**config.mk**
```make
export PLATFORM = sky130hd
export DESIGN_NAME = line_follow_obstacle_commander
export DESIGN_NICKNAME = d
export VERILOG_FILES = /design/src/hw/rtl/lfoc_pkg.sv /design/src/hw/rtl/lfoc_score.sv /design/src/hw/rtl/line_follow_obstacle_commander.sv
export SDC_FILE = /design/constraint.sdc
export NUM_CORES = 1
export LEC_CHECK = 0
export BUFFER_PORTS_ARGS = -buffer_cell sky130_fd_sc_hd__buf_2
export CORE_MARGIN = 2
export CORE_UTILIZATION = 40
export DETAILED_ROUTE_END_ITERATION = 10
export PLACE_DENSITY = 0.67
export SYNTH_ARGS = -nofsm -noshare
export SYNTH_HDL_FRONTEND = slang
export SYNTH_SLANG_ARGS = --single-unit
```
**constraint.sdc**
```tcl
create_clock -name aclk -period 5.3 [get_ports aclk]
set_input_delay 0.265 -clock aclk [delete_from_list [all_inputs] [get_ports aclk]]
set_output_delay 0.265 -clock aclk [all_outputs]
set_load 0.02 [all_outputs]
```
**src/hw/rtl/lfoc_pkg.sv**
```systemverilog
// lfoc_pkg: shared types, register codes and the pattern table of the line follow commander
// no dependencies
package lfoc_pkg;

    localparam int unsigned DATA_W  = 32;
    localparam int unsigned ADDR_W  = 4;
    localparam int unsigned THR_W   = 13;
    localparam int unsigned SCORE_W = 3;
    localparam int unsigned PAT_W   = 8;
    localparam int unsigned RANGE_W = 14;
    localparam int unsigned CODE_W  = 8;

    localparam logic [CODE_W-1:0]   CMD_OBSTACLE = 8'd99;
    localparam logic [CODE_W-1:0]   CMD_NONE     = 8'd0;
    localparam logic [RANGE_W-1:0]  RANGE_NOT_READY = 14'h3FFE;

    localparam logic [THR_W-1:0]   NEAR_THR_RST = 13'd300;
    localparam logic [SCORE_W-1:0] STEP_RST     = 3'd2;
    localparam logic [SCORE_W-1:0] CAP_RST      = 3'd6;
    localparam logic [SCORE_W-1:0] CONFIRM_RST  = 3'd2;

    typedef enum logic [1:0] {
        REG_NEAR_THR = 2'd0,
        REG_STEP_UP  = 2'd1,
        REG_CAP      = 2'd2,
        REG_CONFIRM  = 2'd3
    } reg_idx_t;

    typedef struct packed {
        logic [THR_W-1:0]   near_threshold_mm;
        logic [SCORE_W-1:0] score_step_up;
        logic [SCORE_W-1:0] score_cap;
        logic [SCORE_W-1:0] confirm_level;
    } cfg_t;

    typedef struct packed {
        logic [SCORE_W-1:0] score;
        logic               obstacle;
    } score_t;

    // command for a sensor pattern, CMD_NONE when unlisted
    function automatic logic [CODE_W-1:0] pattern_code(input logic [PAT_W-1:0] p);
        logic [CODE_W-1:0] c;
        case (p)
            8'h07, 8'h03, 8'h01: c = 8'd91;
            8'h0F: c = 8'd92;
            8'h1F: c = 8'd93;
            8'hE0, 8'hC0, 8'h80: c = 8'd81;
            8'hF0: c = 8'd82;
            8'hF8: c = 8'd83;
            8'hE7: c = 8'd31;
            8'hEF: c = 8'd32;
            8'hF7: c = 8'd33;
            8'hF3: c = 8'd41;
            8'hFB: c = 8'd42;
            8'hF9: c = 8'd43;
            8'hFD: c = 8'd51;
            8'hFC: c = 8'd52;
            8'hFE: c = 8'd53;
            8'hCF: c = 8'd61;
            8'hDF: c = 8'd62;
            8'h9F: c = 8'd63;
            8'hBF: c = 8'd71;
            8'h3F: c = 8'd72;
            8'h7F: c = 8'd73;
            8'hFF: c = 8'd2;
            8'h00: c = 8'd1;
            default: c = CMD_NONE;
        endcase
        return c;
    endfunction

endpackage

```
**src/hw/rtl/lfoc_score.sv**
```systemverilog
// lfoc_score: leaky-bucket obstacle confidence score and confirmed flag
// depends on lfoc_pkg
module lfoc_score (
    input  logic                                aclk,
    input  logic                                aresetn,
    input  logic                                upd,
    input  logic signed [lfoc_pkg::RANGE_W-1:0] range_mm,
    input  lfoc_pkg::cfg_t                      cfg,
    output lfoc_pkg::score_t                    st_next
);
    import lfoc_pkg::*;

    logic [SCORE_W-1:0] score_reg, score_next;
    logic               flag_reg, flag_next;
    logic               ready_rd;
    logic               sighting;
    logic [SCORE_W:0]   sum;

    assign ready_rd = (range_mm != RANGE_NOT_READY);
    assign sighting = !range_mm[RANGE_W-1] && (range_mm != '0)
                      && (range_mm[THR_W-1:0] <= cfg.near_threshold_mm);
    assign sum      = {1'b0, score_reg} + {1'b0, cfg.score_step_up};

    always_comb begin
        score_next = score_reg;
        flag_next  = flag_reg;
        if (ready_rd) begin
            if (sighting) begin
                score_next = (sum > {1'b0, cfg.score_cap}) ? cfg.score_cap
                                                          : sum[SCORE_W-1:0];
            end else if (score_reg != '0) begin
                score_next = score_reg - 1'b1;
            end
            if (score_next >= cfg.confirm_level) begin
                flag_next = 1'b1;
            end else if (score_next == '0) begin
                flag_next = 1'b0;
            end
        end
    end

    always_ff @(posedge aclk) begin
        if (!aresetn) begin
            score_reg <= '0;
            flag_reg  <= 1'b0;
        end else if (upd) begin
            score_reg <= score_next;
            flag_reg  <= flag_next;
        end
    end

    assign st_next.score    = score_next;
    assign st_next.obstacle = flag_next;

endmodule

```
**src/hw/rtl/line_follow_obstacle_commander.sv**
```systemverilog
// line_follow_obstacle_commander: top level, config registers, command logic, output skid
// depends on lfoc_pkg and lfoc_score
//
//  channel  | ports                               | dir
//  ---------+-------------------------------------+-----
//  sample   | s_valid s_ready s_line_pattern s_range_mm | in
//  command  | m_valid m_ready m_command_code      | out
//  config   | psel penable pwrite paddr pwdata prdata pready | apb
//
// one beat per cycle while s_ready is high; each command is registered before m_valid rises
// score update and table lookup sit in the cycle of acceptance, ahead of the output register
// a second output slot keeps s_ready high for one stalled command
// synchronous active-low reset clears score, flag and valids and sets config registers to defaults
module line_follow_obstacle_commander (
    input  logic                                aclk,
    input  logic                                aresetn,
    input  logic                                s_valid,
    output logic                                s_ready,
    input  logic [lfoc_pkg::PAT_W-1:0]          s_line_pattern,
    input  logic signed [lfoc_pkg::RANGE_W-1:0] s_range_mm,
    output logic                                m_valid,
    input  logic                                m_ready,
    output logic [lfoc_pkg::CODE_W-1:0]         m_command_code,
    input  logic                                psel,
    input  logic                                penable,
    input  logic                                pwrite,
    input  logic [lfoc_pkg::ADDR_W-1:0]         paddr,
    input  logic [lfoc_pkg::DATA_W-1:0]         pwdata,
    output logic [lfoc_pkg::DATA_W-1:0]         prdata,
    output logic                                pready
);
    import lfoc_pkg::*;

    cfg_t              cfg_reg;
    reg_idx_t          reg_idx;
    score_t            st_next;
    logic              in_acc;
    logic              res_valid;
    logic [CODE_W-1:0] tbl_code;
    logic [CODE_W-1:0] res_code;

    logic              out_valid_reg, out_valid_next;
    logic [CODE_W-1:0] out_code_reg, out_code_next;
    logic              skid_valid_reg, skid_valid_next;
    logic [CODE_W-1:0] skid_code_reg, skid_code_next;

    assign pready  = 1'b1;
    assign reg_idx = reg_idx_t'(paddr[ADDR_W-1:2]);

    always_ff @(posedge aclk) begin
        if (!aresetn) begin
            cfg_reg.near_threshold_mm <= NEAR_THR_RST;
            cfg_reg.score_step_up     <= STEP_RST;
            cfg_reg.score_cap         <= CAP_RST;
            cfg_reg.confirm_level     <= CONFIRM_RST;
        end else if (psel && penable && pwrite && pready) begin
            unique case (reg_idx)
                REG_NEAR_THR: cfg_reg.near_threshold_mm <= pwdata[THR_W-1:0];
                REG_STEP_UP:  cfg_reg.score_step_up     <= pwdata[SCORE_W-1:0];
                REG_CAP:      cfg_reg.score_cap         <= pwdata[SCORE_W-1:0];
                REG_CONFIRM:  cfg_reg.confirm_level     <= pwdata[SCORE_W-1:0];
                default: ;
            endcase
        end
    end

    always_comb begin
        unique case (reg_idx)
            REG_NEAR_THR: prdata = {{(DATA_W-THR_W){1'b0}}, cfg_reg.near_threshold_mm};
            REG_STEP_UP:  prdata = {{(DATA_W-SCORE_W){1'b0}}, cfg_reg.score_step_up};
            REG_CAP:      prdata = {{(DATA_W-SCORE_W){1'b0}}, cfg_reg.score_cap};
            REG_CONFIRM:  prdata = {{(DATA_W-SCORE_W){1'b0}}, cfg_reg.confirm_level};
            default:      prdata = '0;
        endcase
    end

    assign s_ready = !skid_valid_reg;
    assign in_acc  = s_valid && s_ready;

    lfoc_score u_score (
        .aclk     (aclk),
        .aresetn  (aresetn),
        .upd      (in_acc),
        .range_mm (s_range_mm),
        .cfg      (cfg_reg),
        .st_next  (st_next)
    );

    assign tbl_code  = pattern_code(s_line_pattern);
    assign res_code  = st_next.obstacle ? CMD_OBSTACLE : tbl_code;
    assign res_valid = in_acc && (st_next.obstacle || (tbl_code != CMD_NONE));

    always_comb begin
        out_valid_next  = out_valid_reg;
        out_code_next   = out_code_reg;
        skid_valid_next = skid_valid_reg;
        skid_code_next  = skid_code_reg;
        if (!out_valid_reg || m_ready) begin
            if (skid_valid_reg) begin
                out_valid_next  = 1'b1;
                out_code_next   = skid_code_reg;
                skid_valid_next = res_valid;
                skid_code_next  = res_code;
            end else begin
                out_valid_next = res_valid;
                out_code_next  = res_code;
            end
        end else if (res_valid) begin
            skid_valid_next = 1'b1;
            skid_code_next  = res_code;
        end
    end

    always_ff @(posedge aclk) begin
        if (!aresetn) begin
            out_valid_reg  <= 1'b0;
            skid_valid_reg <= 1'b0;
        end else begin
            out_valid_reg  <= out_valid_next;
            skid_valid_reg <= skid_valid_next;
        end
        out_code_reg  <= out_code_next;
        skid_code_reg <= skid_code_next;
    end

    assign m_valid        = out_valid_reg;
    assign m_command_code = out_code_reg;

endmodule

```
==> flow_metrics.tcl, run 1 <==
set metrics [dict create \
    outcome "completed" \
    globalplace.congestion 0.833 \
    worst_slack_ns 0.438 \
    ios 108 \
    regArea_um2 981 \
    post-cts-setup-buffers 0 \
    synth_edf_count 14 \
    cts_resized 0 \
    antenna_found_initial 0 \
    initial_core_util 0.417 \
    synth_ff_type "dfxtp_1" \
    clock_path_buffers 2 \
    worst-path-max-fanout 12 \
    fmax_ghz 0.206 \
    start_kind "flip-flop" \
    critPathBufInv 0 \
    die_w_um 94.2 \
    cts.sinks 42 \
    crit_chain "ha_1, fa_1, xor2_1, ha_1, a21oi_1, o21ai_1, a221oi_2, mux2i_1, nand2_1, o21ai_0, ha_1, nand2b_1, a21o_1, a211oi_1, a21oi_1, a311oi_4, o21ai_1" \
    port_buffers 65 \
    use_met3 0.0209 \
    viasPerCell 5.40 \
    end_kind "flip-flop" \
    dr_total_vias 2984 \
    clock_latency_ns 0.30 \
    async_flop_share 0 \
    critical_path_required_ns 5.27 \
    grt_use_total 0.177 \
    fillers 798 \
    htree_levels 2 \
    fin_crit_ns 4.86 \
    top_usage_layer "met2" \
    multi_input_area_mm2 0.00199 \
    first_pass_iters 4 \
    hp-class "primary input to flip-flop" \
    syn_area_mm2 0.00325 \
    ys_ff_latch 42 \
    cts-buffers-inserted 5 \
    finalSetupViolations 0 \
    setup-tns-final_ns 0 \
    p_leak_nw 1.53 \
    tightest_slew_ns 0.754 \
    critical_path_class "flip-flop to flip-flop" \
    grt_pass1_vias 2677 \
    wirelength_mm 7.59 \
    rows 32 \
    wl_per_cell_um 13.7 \
    clockRootBuffer "clkbuf_8" \
    design.core.area_mm2 0.00781 \
    hold_buffers 0 \
    finalHoldViolations 0 \
    fp.dieH_um 94.2 \
    synthCells 402 \
    clock_skew_ns 0.0124 \
    drive_above_1_share 0.188 \
    drcViolationCount 0 \
    grtUsageMet1 0.246 \
    critical_path.top_delay_family "compound AO/OA/AOI/OAI gates" \
    use_met2 0.285 \
    crit_top_cell "ha_1" \
    p_per_area_mw_per_mm2 265 \
    critPathArrivalTime_ns 4.83 \
    syn-mean-instance-area_um2 8.09 \
    grt_overflow_total 0 \
    finalMaxSlewViolations 0 \
    drv_cap 0 \
    timing.slew.headroom 0.484 \
    timing.final.crit_share 0.917 \
    rsz0062_at_grt "no" \
    grt_first_pass_wirelength_mm 12.6 \
    dieArea_mm2 0.00887 \
    timing.hold.ws_ns 0.191 \
    drtIter0Drc 137 \
    ir_drop_v 0.0000883 \
    cp_slowest_cell "a311oi_4" \
    place_ws_ns 0.494 \
    finalNetCount 540 \
    clk_pin_slew_ns 0.09 \
    num_antenna_cells 0 \
    cts_tree "built" \
    largest_reg_flops 22 \
    seq_area_frac_synth 0.302 \
    synth.distinct_cells 56 \
    grt_max_degree 29 \
    area_growth_pct 11.7 \
    cp_slowest_stage_delay_ns 0.57 \
    ys_warn_count 0 \
    ant_nets 0 \
    dp_hpwl_mm 5.92 \
]
## final cells by class
| cell class | instances | share of cell area |
|---|---|---|
| repair buffers | 66 | 0.0916 |
| inverters | 25 | 0.0258 |
| flip-flops and latches | 42 | 0.270 |
| clock buffers | 6 | 0.0200 |
| well taps | 102 | 0.0351 |
| clock inverters | 2 | 0.00998 |
| multi-input cells | 310 | 0.548 |
## cell usage after synthesis (4+ instances only)
cell,n,area share
nand2_1,47,0.054
nor2_1,31,0.036
dfxtp_1,28,0.17
ha_1,24,0.092
inv_1,24,0.028
a21oi_1,23,0.035
buf_4,21,0.048
clkbuf_1,20,0.023
nor3_1,20,0.031
edfxtp_1,14,0.13
o21ai_0,14,0.022
nand3_1,12,0.018
nor2b_1,12,0.023
mux2i_1,10,0.031
a21boi_0,9,0.021
a31oi_1,8,0.015
o211ai_1,8,0.018
nand4_1,7,0.013
nor4_1,5,0.0096
nand2b_1,4,0.0077
or3_1,4,0.0077
## final timing paths
check	start	to	slack [ns]	cells after the start
min reg2reg	cfg_reg[16]	cfg_reg[16]	0.47	2
max reg2reg	cfg_reg[6]	skid_code_reg[2]	0.44	17
max	cfg_reg[6]	skid_code_reg[2]	0.44	17
min	pwdata[3]	cfg_reg[12]	0.19	3
## stage by stage
| stage | power, mW | area (um^2) | utilization | std cells |
|---|---|---|---|---|
| after global routing | 1.02 | 3630 | 0.466 | 553 |
| after detailed placement | 0.716 | 3530 | 0.452 | 545 |
| final | 0.963 | 3630 | 0.466 | 553 |
| after global placement | 0.708 | 3530 | 0.452 | 545 |
| after CTS | 0.970 | 3630 | 0.466 | 553 |
| after floorplan | 0.649 | 3320 | - | 421 |
## power breakdown
part           total (mW)  switching [mW]  internal, mW
registers           0.390          0.0146         0.376
logic               0.319           0.196         0.124
clock network       0.254           0.113         0.141
total               0.963           0.323         0.640
## placed cells by master, fill, tap and decap left out, types with 7 or more instances in the layout
cell / instances
a21boi_0: 9
a21oi_1: 23
a31oi_1: 8
buf_2: 65
conb_1: 21
dfxtp_1: 28
edfxtp_1: 14
ha_1: 24
inv_1: 24
mux2i_1: 10
nand2_1: 47
nand3_1: 12
nand4_1: 7
nor2_1: 31
nor2b_1: 12
nor3_1: 20
o211ai_1: 8
o21ai_0: 14
## kinds of logic after synthesis
| group | share of synthesized area |
|---|---|
| fa+ha+maj | 0.102 |
| flops | 0.302 |
| other cells | 0.00231 |
| simple gates | 0.224 |
| compound gates | 0.198 |
| buf+inv | 0.108 |
| mux | 0.0585 |
| xor+xnor | 0.00539 |
## worst reg2reg max path: cells and delay by family, from the launching register on
kind,cells,cell delay [ns]
AND/OR/NAND/NOR,2,0.21
XOR/XNOR,1,0.26
adder cells (fa/ha/maj),4,1.17
flip-flops,1,0.34
AO/OA/AOI/OAI,9,2.22
multiplexers,1,0.33
## routing by layer
layer	vias up	wire (um)
met5	-	0
met4	0	119
met3	11	378
met2	98	3550
met1	1374	3540
li1	1501	-
Power figures use the tool's default switching activity.
==> run 2, diff against run 1 <==
--- a/config.mk
+++ b/config.mk
@@ -10,5 +10,5 @@
 export CORE_UTILIZATION = 40
 export DETAILED_ROUTE_END_ITERATION = 10
-export PLACE_DENSITY = 0.67
+export PLACE_DENSITY = 0.66
 export SYNTH_ARGS = -nofsm -noshare
 export SYNTH_HDL_FRONTEND = slang
==> constraint.sdc (replaced) <==
create_clock -name aclk -period 5.3 [get_ports aclk]
set_input_delay 0.265 -clock aclk [delete_from_list [all_inputs] [get_ports aclk]]
set_output_delay 0.265 -clock aclk [all_outputs]
set_load 0.1 [all_outputs]
==> run 2 against run 1 <==
Register-to-register slack hardly changed. Sequential share of layout area hardly changed. Largest cell class unchanged. Combinational power is 58% higher. Highest routed layer unchanged. Critical path type unchanged.
==> flow_metrics.tcl, run 2 (same netlist as run 1, synthesis figures left out) <==
set metrics [dict create \
    cts-buffers-inserted 5 \
    dr_total_vias 2895 \
    switching_share 0.451 \
    wl_per_cell_um 13.5 \
    final_common_cell "buf_2" \
    finalMaxSlewViolations 0 \
    dieArea_mm2 0.00887 \
    cts_resized 0 \
    tightest_slew_ns 0.733 \
    timing.slew.headroom 0.499 \
    drive_above_1_share 0.188 \
    drv_cap 0 \
    fin_crit_ns 4.86 \
    p_per_area_mw_per_mm2 311 \
    start_kind "flip-flop" \
    dp_cells 545 \
    clock_path_buffers 2 \
    drtIter0Drc 158 \
    num_antenna_cells 0 \
    drcViolationCount 0 \
    finalHoldViolations 0 \
    dp_hpwl_mm 5.82 \
    rsz0062_at_grt "no" \
    port_buffers 65 \
    outcome "completed" \
    die_w_um 94.2 \
    wirelength_mm 7.46 \
    design.core.area_mm2 0.00781 \
    initial_core_util 0.417 \
    grt_use_total 0.175 \
    hold_buffers 0 \
    area_growth_pct 11.6 \
    globalplace.congestion 0.867 \
    finalSetupViolations 0 \
    use_met2 0.282 \
    first_pass_iters 6 \
    largest_reg_flops 22 \
    p_leak_nw 1.53 \
    place_area_mm2 0.00353 \
    critical_path_required_ns 5.27 \
    fp.dieH_um 94.2 \
    antenna_found_initial 0 \
    p_seq_frac 0.345 \
    clock_latency_ns 0.30 \
    finalNetCount 540 \
    rows 32 \
    ios 108 \
    cts_tree "built" \
    cts.sinks 42 \
    htree_levels 2 \
    crit_top_cell "ha_1" \
    reg2reg_slack_ns 0.44 \
    internal_power_mw 0.620 \
    use_met3 0.0225 \
    fmax_ghz 0.206 \
    grt_overflow_total 0 \
    grt_first_pass_wirelength_mm 12.4 \
    critPathBufInv 0 \
    grt_max_degree 29 \
    ant_nets 0 \
    grtUsageMet1 0.248 \
    hp-class "primary input to flip-flop" \
    design_area_mm2 0.00363 \
    critical_path.top_delay_family "compound AO/OA/AOI/OAI gates" \
    ir_drop_v 0.000122 \
    end_kind "flip-flop" \
    clk_pin_slew_ns 0.08 \
    post-cts-setup-buffers 0 \
    viasPerCell 5.24 \
    fin_cells 553 \
    top_usage_layer "met2" \
    setup-tns-final_ns 0 \
    power_frac_comb 0.446 \
    cp_slowest_stage_delay_ns 0.56 \
    cp_slowest_cell "a311oi_4" \
    critical_path_class "flip-flop to flip-flop" \
    clkPwrFrac 0.209 \
    timing.final.crit_share 0.918 \
    worst-path-max-fanout 12 \
    layout.cells.most_common_list "buf_2, nand2_1, nor2_1" \
    crit_chain "ha_1, fa_1, xor2_1, ha_1, a21oi_1, o21ai_1, a221oi_2, mux2i_1, nand2_1, o21ai_0, ha_1, nand2b_1, a21o_1, a211oi_1, a21oi_1, a311oi_4, o21ai_1" \
    switching_power_mw 0.510 \
    power_mw 1.13 \
    clockRootBuffer "clkbuf_8" \
    critPathArrivalTime_ns 4.83 \
    clock_skew_ns 0.00800 \
    grt_pass1_vias 2606 \
]
## run 2: changes by cell type in the layout (fill, tap and decap cells not counted)
cell and delta:
clkbuf_16 +1, bufinv_16 -1, clkinvlp_4 +1, inv_4 -1
## run 2: cell type report
type | instances | area [um^2]
Tap cell | 102 | 128
Clock inverter | 1 | 7.51
Sequential cell | 42 | 981
Multi-Input combinational cell | 310 | 1990
Clock buffer | 7 | 97.6
Timing Repair Buffer | 66 | 333
Fill cell | 786 | 4180
Inverter | 25 | 93.8
## run 2: power groups by stage
stage	registers (mW)	logic, mW	clock network (mW)
final	0.390	0.505	0.236
after global routing	0.394	0.543	0.251
after CTS	0.390	0.506	0.241
after detailed placement	0.398	0.504	0
after global placement	0.396	0.498	0
after floorplan	0.541	0.297	0
## run 2: worst paths after layout
path | depth (start not counted) | start | end
max | 17 | u_score.score_reg[0] | skid_code_reg[2]
min reg2reg | 2 | cfg_reg[20] | cfg_reg[20]
min | 3 | pwdata[5] | cfg_reg[14]
max reg2reg | 17 | u_score.score_reg[0] | skid_code_reg[2]
## run 2: stage by stage
step / setup slack [ns] / util / hold slack, ns
after floorplan: 0.992 / - / 0.390
after global placement: 0.576 / 0.452 / 0.452
after detailed placement: 0.458 / 0.452 / 0.458
after CTS: 0.430 / 0.465 / 0.188
after global routing: 0.0317 / 0.465 / 0.192
final: 0.436 / 0.465 / 0.193
## run 2: per-layer routing
| metal | wire (um) | vias to the layer above |
|---|---|---|
| met2 | 3430 | 87 |
| met3 | 413 | 7 |
| met5 | 0 | - |
| met4 | 84 | 0 |
| li1 | - | 1492 |
| met1 | 3530 | 1309 |
## run 2: worst reg2reg max path: cells and delay by family, from the launching register on
kind	cells	cell delay (ns)
muxes	1	0.31
adders and majority gates	4	1.17
and+or+nand+nor	2	0.21
DFF	1	0.36
xor gates and xnor gates	1	0.27
AOI/OAI and AO/OA	9	2.21
